File: src/sv/kvt_pkg.sv
package kvt_pkg;

    localparam int ENTRIES    = 16;
    localparam int KEY_BITS   = 32;
    localparam int VALUE_BITS = 32;
    localparam int COUNT_BITS = $clog2(ENTRIES + 1);

    typedef enum logic [1:0] {
        KIND_ADD    = 2'd0,
        KIND_SEARCH = 2'd1,
        KIND_REMOVE = 2'd2,
        KIND_CLEAR  = 2'd3
    } kind_t;

    // Operation token that walks down the chain, one cell per cycle.
    typedef struct packed {
        logic                  valid;
        kind_t                 kind;
        logic [KEY_BITS-1:0]   key;
        logic [VALUE_BITS-1:0] value;
        logic                  hit;
        logic                  claimed;
    } token_t;

    // End-of-scan broadcast that settles a tentative slot claim.
    typedef struct packed {
        logic valid;
        logic keep;
    } finish_t;

endpackage

File: src/sv/kvt_cell.sv
module kvt_cell (
    input  logic             clk,
    input  logic             rst_n,
    input  kvt_pkg::token_t  token_in,
    input  kvt_pkg::finish_t finish,
    output kvt_pkg::token_t  token_out
);
    import kvt_pkg::*;

    logic                  valid_reg;
    logic                  valid_next;
    logic                  claim_reg;
    logic                  claim_next;
    logic [KEY_BITS-1:0]   key_reg;
    logic [VALUE_BITS-1:0] value_reg;
    token_t                token_reg;
    token_t                token_next;
    logic                  hit;
    logic                  take;

    // A cell matches only while it holds a live entry, so an unwritten key is never compared.
    assign hit  = token_in.valid && valid_reg && (token_in.kind != KIND_CLEAR)
                  && (key_reg == token_in.key);
    // The first free cell seen by an add without a match so far takes the key tentatively.
    assign take = token_in.valid && (token_in.kind == KIND_ADD) && !valid_reg
                  && !token_in.claimed && !token_in.hit;

    always_comb
    begin
        token_next         = token_in;
        token_next.hit     = token_in.hit | hit;
        token_next.claimed = token_in.claimed | take;
        if (hit && (token_in.kind == KIND_SEARCH))
        begin
            token_next.value = value_reg;
        end

        valid_next = valid_reg;
        claim_next = claim_reg;
        if (finish.valid)
        begin
            if (claim_reg && finish.keep)
            begin
                valid_next = 1'b1;
            end
            claim_next = 1'b0;
        end
        if (token_in.valid)
        begin
            if (token_in.kind == KIND_CLEAR)
            begin
                valid_next = 1'b0;
            end
            else if (hit && (token_in.kind == KIND_REMOVE))
            begin
                valid_next = 1'b0;
            end
            if (take)
            begin
                claim_next = 1'b1;
            end
        end
    end

    always_ff @(posedge clk or negedge rst_n)
    begin
        if (!rst_n)
        begin
            valid_reg <= 1'b0;
            claim_reg <= 1'b0;
            token_reg <= '0;
        end
        else
        begin
            valid_reg <= valid_next;
            claim_reg <= claim_next;
            token_reg <= token_next;
        end
    end

    always_ff @(posedge clk)
    begin
        if (take)
        begin
            key_reg   <= token_in.key;
            value_reg <= token_in.value;
        end
        else if (hit && (token_in.kind == KIND_ADD))
        begin
            value_reg <= token_in.value;
        end
    end

    assign token_out = token_reg;

endmodule

File: src/sv/key_value_table_core.sv
// Associative key/value table built as a chain of storage cells.
//
// Input channel (in_valid/in_ready) takes one operation per transfer: kind
// selects add-or-update, search, remove or clear all; key and new_value
// carry the operands. Output channel (out_valid/out_ready) returns exactly
// one result per operation: found, read_value, entry_count and rejected.
//
// An accepted operation is launched as a token into the first cell and moves
// one cell per cycle. Each cell compares its own key, updates or frees its
// entry, or tentatively claims itself as the free slot for a new key. After
// the token leaves the last cell, a one-cycle broadcast commits or drops the
// claim, and the result is registered. A new operation is accepted the cycle
// after the result register is loaded, so only one operation is in the
// chain at a time.
//
// The result register lets the next operation be accepted and scanned while
// a result still waits; a finished scan then holds until the receiver takes
// the earlier result. Reset clears all valid marks and the entry count.
module key_value_table_core (
    input  logic        clk,
    input  logic        rst_n,
    input  logic        in_valid,
    output logic        in_ready,
    input  logic [1:0]  kind,
    input  logic [31:0] key,
    input  logic [31:0] new_value,
    output logic        out_valid,
    input  logic        out_ready,
    output logic        found,
    output logic [31:0] read_value,
    output logic [4:0]  entry_count,
    output logic        rejected
);
    import kvt_pkg::*;

    typedef enum logic [1:0] {
        ST_IDLE,
        ST_SCAN,
        ST_HOLD
    } state_t;

    state_t                state_reg;
    token_t                launch_reg;
    token_t                done_reg;
    logic [COUNT_BITS-1:0] count_reg;
    logic                  out_valid_reg;
    logic                  found_reg;
    logic [31:0]           read_value_reg;
    logic                  rejected_reg;

    // chain_tok[i] feeds cell i; chain_tok[ENTRIES] is the token leaving the chain.
    token_t                chain_tok [ENTRIES+1];
    finish_t               finish;
    logic                  room;
    logic                  keep;

    assign chain_tok[0] = launch_reg;

    genvar gi;
    generate
        for (gi = 0; gi < ENTRIES; gi++)
        begin : g_cell
            kvt_cell u_cell (
                .clk       (clk),
                .rst_n     (rst_n),
                .token_in  (chain_tok[gi]),
                .finish    (finish),
                .token_out (chain_tok[gi+1])
            );
        end
    endgenerate

    // The result register has room when empty or when its result is taken now.
    assign room = !out_valid_reg || out_ready;

    // A claim is kept only when the whole chain saw no existing copy of the key.
    assign keep = (done_reg.kind == KIND_ADD) && done_reg.claimed && !done_reg.hit;

    assign finish.valid = (state_reg == ST_HOLD) && room;
    assign finish.keep  = keep;

    always_ff @(posedge clk or negedge rst_n)
    begin
        if (!rst_n)
        begin
            state_reg      <= ST_IDLE;
            launch_reg     <= '0;
            done_reg       <= '0;
            count_reg      <= '0;
            out_valid_reg  <= 1'b0;
            found_reg      <= 1'b0;
            read_value_reg <= '0;
            rejected_reg   <= 1'b0;
        end
        else
        begin
            // The token is live only in the cycle after the input transfer.
            launch_reg.valid <= (state_reg == ST_IDLE) && in_valid;
            if (out_valid_reg && out_ready && !finish.valid)
            begin
                out_valid_reg <= 1'b0;
            end

            unique case (state_reg)
                ST_IDLE:
                begin
                    if (in_valid)
                    begin
                        launch_reg.kind    <= kind_t'(kind);
                        launch_reg.key     <= key[KEY_BITS-1:0];
                        launch_reg.value   <= new_value[VALUE_BITS-1:0];
                        launch_reg.hit     <= 1'b0;
                        launch_reg.claimed <= 1'b0;
                        state_reg          <= ST_SCAN;
                    end
                end
                ST_SCAN:
                begin
                    if (chain_tok[ENTRIES].valid)
                    begin
                        done_reg  <= chain_tok[ENTRIES];
                        state_reg <= ST_HOLD;
                    end
                end
                ST_HOLD:
                begin
                    if (room)
                    begin
                        out_valid_reg <= 1'b1;
                        found_reg     <= done_reg.hit;
                        if ((done_reg.kind == KIND_SEARCH) && done_reg.hit)
                        begin
                            read_value_reg <= 32'(done_reg.value);
                        end
                        else
                        begin
                            read_value_reg <= '0;
                        end
                        rejected_reg <= (done_reg.kind == KIND_ADD) && !done_reg.hit
                                        && !done_reg.claimed;
                        if (done_reg.kind == KIND_CLEAR)
                        begin
                            count_reg <= '0;
                        end
                        else if (keep)
                        begin
                            count_reg <= count_reg + 1'b1;
                        end
                        else if ((done_reg.kind == KIND_REMOVE) && done_reg.hit
                                 && (count_reg != '0))
                        begin
                            count_reg <= count_reg - 1'b1;
                        end
                        state_reg <= ST_IDLE;
                    end
                end
                default:
                begin
                    state_reg <= ST_IDLE;
                end
            endcase
        end
    end

    assign in_ready    = (state_reg == ST_IDLE);
    assign out_valid   = out_valid_reg;
    assign found       = found_reg;
    assign read_value  = read_value_reg;
    assign entry_count = 5'(count_reg);
    assign rejected    = rejected_reg;

endmodule
File: config.mk
export PLATFORM = sky130hd
export DESIGN_NAME = key_value_table_core
export DESIGN_NICKNAME = d
export VERILOG_FILES = /design/src/sv/kvt_pkg.sv /design/src/sv/kvt_cell.sv /design/src/sv/key_value_table_core.sv
export SDC_FILE = /design/constraint.sdc
export NUM_CORES = 2
export LEC_CHECK = 0
export CORE_AREA = 2 2 570 572
export DETAILED_ROUTE_END_ITERATION = 10
export DIE_AREA = 0 0 572 574
export DONT_BUFFER_PORTS = 1
export GPL_ROUTABILITY_DRIVEN = 0
export SETUP_SLACK_MARGIN = 0.1
export SYNTH_ARGS = -nofsm -noshare
export SYNTH_HDL_FRONTEND = slang
export SYNTH_HIERARCHICAL = 1
export SYNTH_SLANG_ARGS = --single-unit
File: constraint.sdc
create_clock -name clk -period 5.8 [get_ports clk]
set_clock_uncertainty 0.15 [all_clocks]
set_input_delay 0.58 -clock clk [delete_from_list [all_inputs] [get_ports clk]]
set_output_delay 0.58 -clock clk [all_outputs]
set_load 0.005 [all_outputs]
# ---- After elaboration in Yosys (flattened, before gate mapping)
# Index checks and enable logic that the tools add are counted.
dict set report word_totals {
  output_inout_bits 41
  ff_bits 2273
  word_cells 757
}
dict set report op_classes {
  n_mux 187
  n_reduce_logical 277
  add_sub_neg 2
  n_eq_ne 88
  bitwise_logic 30
}
# operator n
set ops {}
lappend ops {{32-bit two-way mux} 49}
lappend ops {{32-bit equality test} 16}
lappend ops {{1-bit logical AND} 185}
lappend ops {{1-bit two-way mux} 131}
lappend ops {{2-bit equality test, second input constant} 35}
lappend ops {{1-bit logical NOT} 50}
lappend ops {{2-bit by 1-bit equality test with 1-bit output, second input constant} 18}
lappend ops {{2-bit logical NOT} 18}
lappend ops {{2-bit != test, second input constant} 18}
lappend ops {{2-bit nonzero test} 16}
lappend ops {{1-bit bitwise OR} 30}
lappend ops {{5-bit two-way mux} 3}
lappend ops {{2-bit two-way mux} 3}
lappend ops {{2-bit one-hot mux with 3 select lines} 1}
lappend ops {{2-bit AND reduction} 3}
lappend ops {{3-bit AND reduction} 2}
lappend ops {{5-bit by 1-bit adder with 5-bit output, second input constant} 1}
lappend ops {{5-bit nonzero test} 1}
lappend ops {{5-bit by 1-bit subtractor with 5-bit output, second input constant} 1}
lappend ops {{3-bit nonzero test} 1}
lappend ops {{2-bit by 1-bit != test with 1-bit output, second input constant} 1}
lappend ops {{1-bit logical OR} 1}

# ---- Logic depth before layout (Yosys ltp)
dict set report depth {
  depth_word 9
  mapped_depth 9
  depth_no_buf 8
}

# ---- Modules after synthesis
# The synthesis kept the hierarchy.
# mod n_inst area_per_inst_um2 cells_per_inst seq_area_each_um2
set modules_own_cells {}
lappend modules_own_cells {kvt_cell 16 4674.5 229 3698.5}
lappend modules_own_cells {key_value_table_core 1 5535.3 360 3628.5}

# ---- Least setup slack after synthesis
# No wires, ideal clock.
dict set report synth_timing {
  path_kind {reg-to-reg}
  startpoint {reg launch_reg, in the netlist chain_tok[1153]}
  endpoint {reg g_cell[0].u_cell.value_reg[0] (enable)}
  path_slack_ps 1534
  setup_time_ps 470
  arrival_time_ps 3646
  path_stages_with_launch 6
  path_buffers 0
  path_cell_list {dfrtp_1 xnor2_1 nand4_1 nor4_4 nand3_1 o31ai_1}
}
dict set report synth_between {
  elab_chain_cells 4
}
# element line_no
set synth_rtl {}
lappend synth_rtl {{start: declaration} key_value_table_core.sv:43} ;# token_t launch_reg;
lappend synth_rtl {{32-bit equality test} kvt_cell.sv:23} ;# && (key_reg == token_in.key);
lappend synth_rtl {{1-bit logical AND} kvt_cell.sv:23}
lappend synth_rtl {{1-bit logical AND} kvt_cell.sv:88} ;# else if (hit && (token_in.kind == KIND_ADD))
lappend synth_rtl {{2-bit nonzero test (no line)} n/a}
lappend synth_rtl {{end signal: assignment} kvt_cell.sv:86} ;# value_reg <= token_in.value;
lappend synth_rtl {{end signal: assignment} kvt_cell.sv:90} ;# value_reg <= token_in.value;
lappend synth_rtl {{end: declaration} kvt_cell.sv:15} ;# logic [VALUE_BITS-1:0] value_reg;
# Every way passes these cells.
# A chain may end at the register's enable or synchronous reset.

==> tab_implementation.tex <==
\begin{tabular}{lr}
\hline
Metric & Value \\
\hline
\multicolumn{2}{l}{\textbf{STA}} \\
\quad Setup Total Neg Slack & 0 ns \\
\quad Setup repair after global routing missed its margin & no \\
\quad Count of final hold-check violations & 0 \\
\quad Slew @ Worst Pin & 1.22 ns \\
\quad Shortest period the worst path allows & $\sim$3.6 ns \\
\quad Number of endpoints failing setup at the final stage & 0 \\
\quad Top achievable clock speed & 0.281 GHz \\
\quad Period utilization & 0.614 \\
\quad Final Hold Slack & roughly 0.17 ns \\
\quad Worst max-slew margin expressed relative to the limit & 0.185 \\
\quad Pins Over Slew Limit & 0 \\
\multicolumn{2}{l}{\textbf{Global route}} \\
\quad Number of antenna violations at the first check in global routing & 5 \\
\quad Pin count of the biggest net entering global routing & 235 \\
\quad Vias in the first global route & approximately 33000 \\
\quad GRT overflow & 0 \\
\quad First-pass GRT wire length & roughly 180000 um \\
\quad Overall Global Routing Usage & 0.0635 \\
\multicolumn{2}{l}{\textbf{Worst setup path}} \\
\quad Crit Path Max Fanout & 20 \\
\quad Data arrival time at the worst-slack endpoint & 4.08 ns \\
\quad Critical Path Start & done\_reg[67] \\
\quad Worst-case reg-to-reg path depth & 8 \\
\quad Nature of the critical path endpoint & flop \\
\quad Worst Path Class, Setup & reg2reg \\
\quad Startpoint type of the worst setup path & flop \\
\quad Flop-to-flop setup slack & 2.24 ns \\
\quad Origin of the critical flop-to-flop path & done\_reg[67] \\
\quad Endpoint required time on the critical path & 6.32 ns \\
\quad Worst reg2reg path endpoint & entry\_count[4] \\
\multicolumn{2}{l}{\textbf{Pwr}} \\
\quad Power Total & $\sim$45 mW \\
\quad Peak supply drop & roughly 0.27 mV \\
\quad Power Density & 491 nW/um2 \\
\quad Leak Pwr & 35.3 nW \\
\multicolumn{2}{l}{\textbf{Final layout}} \\
\quad Number of nets in the finished design & 4299 \\
\quad Most common cell after layout, fill and taps aside & dfrtp\_1 \\
\quad Fraction of final layout cells with drive strength greater than 1 & 0.231 \\
\quad Largest register FFs & 1072 \\
\quad Area growth from synthesis to final layout & 15.8\% \\
\quad Finished layout cell area & 92100 um2 \\
\quad Fill cell total of the finished layout & 31600 \\
\quad Leading cell types in the layout, fill and taps excluded & 1249 x dfrtp\_1, 1024 x edfxtp\_1, 514 x xnor2\_1, 480 x mux2\_4, 203 x clkbuf\_16 \\
\multicolumn{2}{l}{\textbf{Placed design}} \\
\quad Placed wire-length estimate & $\sim$69000 um \\
\quad Instance area after placement & 84900 um2 \\
\quad Number of buffer cells added on primary ports & 0 \\
\multicolumn{2}{l}{\textbf{Floorplan}} \\
\quad Die width & 572 um \\
\quad Die area & 328000 um2 \\
\quad Placeable Area & about 320000 um2 \\
\quad Initial Utilization & 0.246 \\
\quad Chip Height & 574 um \\
\quad Boundary pin count & 111 \\
\quad Number of placement rows & 209 \\
\multicolumn{2}{l}{\textbf{Detailed routing}} \\
\quad Residual DRC count & 0 \\
\quad Drt initial violations & 1720 \\
\quad Vias per cell & roughly 3.5 \\
\quad Length of the first detailed-routing pass in iterations & 4 \\
\quad Drt total wl & 105000 um \\
\quad Routed length per placed instance & 12.1 um \\
\quad Number of vias in the routed layout & 30900 \\
\quad Antenna violation net count after detailed routing & 0 \\
\multicolumn{2}{l}{\textbf{Clocking}} \\
\quad CTS root buf & clkbuf\_16 \\
\quad Num CTS Buffers & between 200 and 250 \\
\quad Clock-pin slew on the worst setup and hold paths & 0.07 ns \\
\quad Worst skew pair latency & slightly below 0.8 ns \\
\quad Total number of clock tree sinks & 2273 \\
\quad Clock tree from TritonCTS & done \\
\quad Buffers from clock root to sink, at most & 4 \\
\quad Count of buffers added by post-CTS timing repair for setup & 0 \\
\quad Clock H-tree levels & 4 \\
\multicolumn{2}{l}{\textbf{Min path}} \\
\quad Class of the worst hold path & in2async \\
\multicolumn{2}{l}{\textbf{Run status}} \\
\quad Status & finished clean \\
\multicolumn{2}{l}{\textbf{Synthesis}} \\
\quad Area of the mapped netlist & slightly below 80000 um2 \\
\quad Cells after Synth & 3992 \\
\quad Number of warning messages in the yosys log & 6 \\
\quad Post-synthesis average cell area & 19.9 um2 \\
\multicolumn{2}{l}{\textbf{Flow run}} \\
\quad Max-capacitance violation count & 0 \\
\hline
\end{tabular}
-- worst max-delay path, stage by stage, from the launching register on --
cell and delay (ns):
dfrtp_1 0.45, or4b_1 0.34, clkinv_1 0.95, xnor2_1 0.40, ha_1 0.27, a2111oi_4 0.37
nor3_1 0.13, o31ai_2 0.23, o2bb2ai_1 0.15
-- power breakdown --
| group | total, mW | internal (mW) | leakage (nW) | switching (mW) |
|---|---|---|---|---|
| combinational | 6.07 | 4.18 | 8.13 | 1.89 |
| clock | 13.0 | 7.53 | 3.21 | 5.50 |
| sequential | 26.1 | 22.5 | 24.0 | 3.63 |
-- layer usage --
metal,share of wire,GRT usage
met1,0.49,0.0896
met4,0.026,0.0192
met3,0.041,0.0143
met2,0.44,0.0970
met5,0,0
-- layout make-up --
| class | instances | area (um2) | share of cell area |
|---|---|---|---|
| sequential | 2273 | 62000 | 0.673 |
| multi-input combinational | 1616 | 17000 | 0.185 |
| clock buffer | 288 | 5720 | 0.0621 |
| tap | 4325 | 5410 | 0.0587 |
| timing repair buffer | 96 | 1030 | 0.0111 |
| clock inverter | 79 | 811 | 0.00880 |
| inverter | 38 | 143 | 0.00155 |
| antenna | 3 | 7.51 | 0.0000815 |
-- worst max path at each step --
stage,endpoint,slack [ns],cells after the start
floorplan,g_cell[0].u_cell/value_reg[0],1.53,5
global placement,chain_tok[1123],2.04,3
detailed placement,entry_count[4],2.36,8
CTS,g_cell[0].u_cell/token_out[1],2.30,5
global route,chain_tok[1131],1.85,5
finish,entry_count[4],2.24,8
-- per-stage QoR --
step | instances | worst slack, ns | utilization
2_1_floorplan | 3995 | 1.53 | -
3_5_place_dp | 8278 | 2.36 | 0.263
3_3_place_gp | 8277 | 2.04 | 0.263
4_1_cts | 8715 | 2.30 | 0.285
5_1_grt | 8716 | 1.85 | 0.285
6_report | 8718 | 2.24 | 0.285
-- timing repair --
item	in CTS	in global routing
endpoints found under the hold margin	244	0
hold buffers	70	0
gates resized for setup	0	0
(Power assumes the default switching activity.)
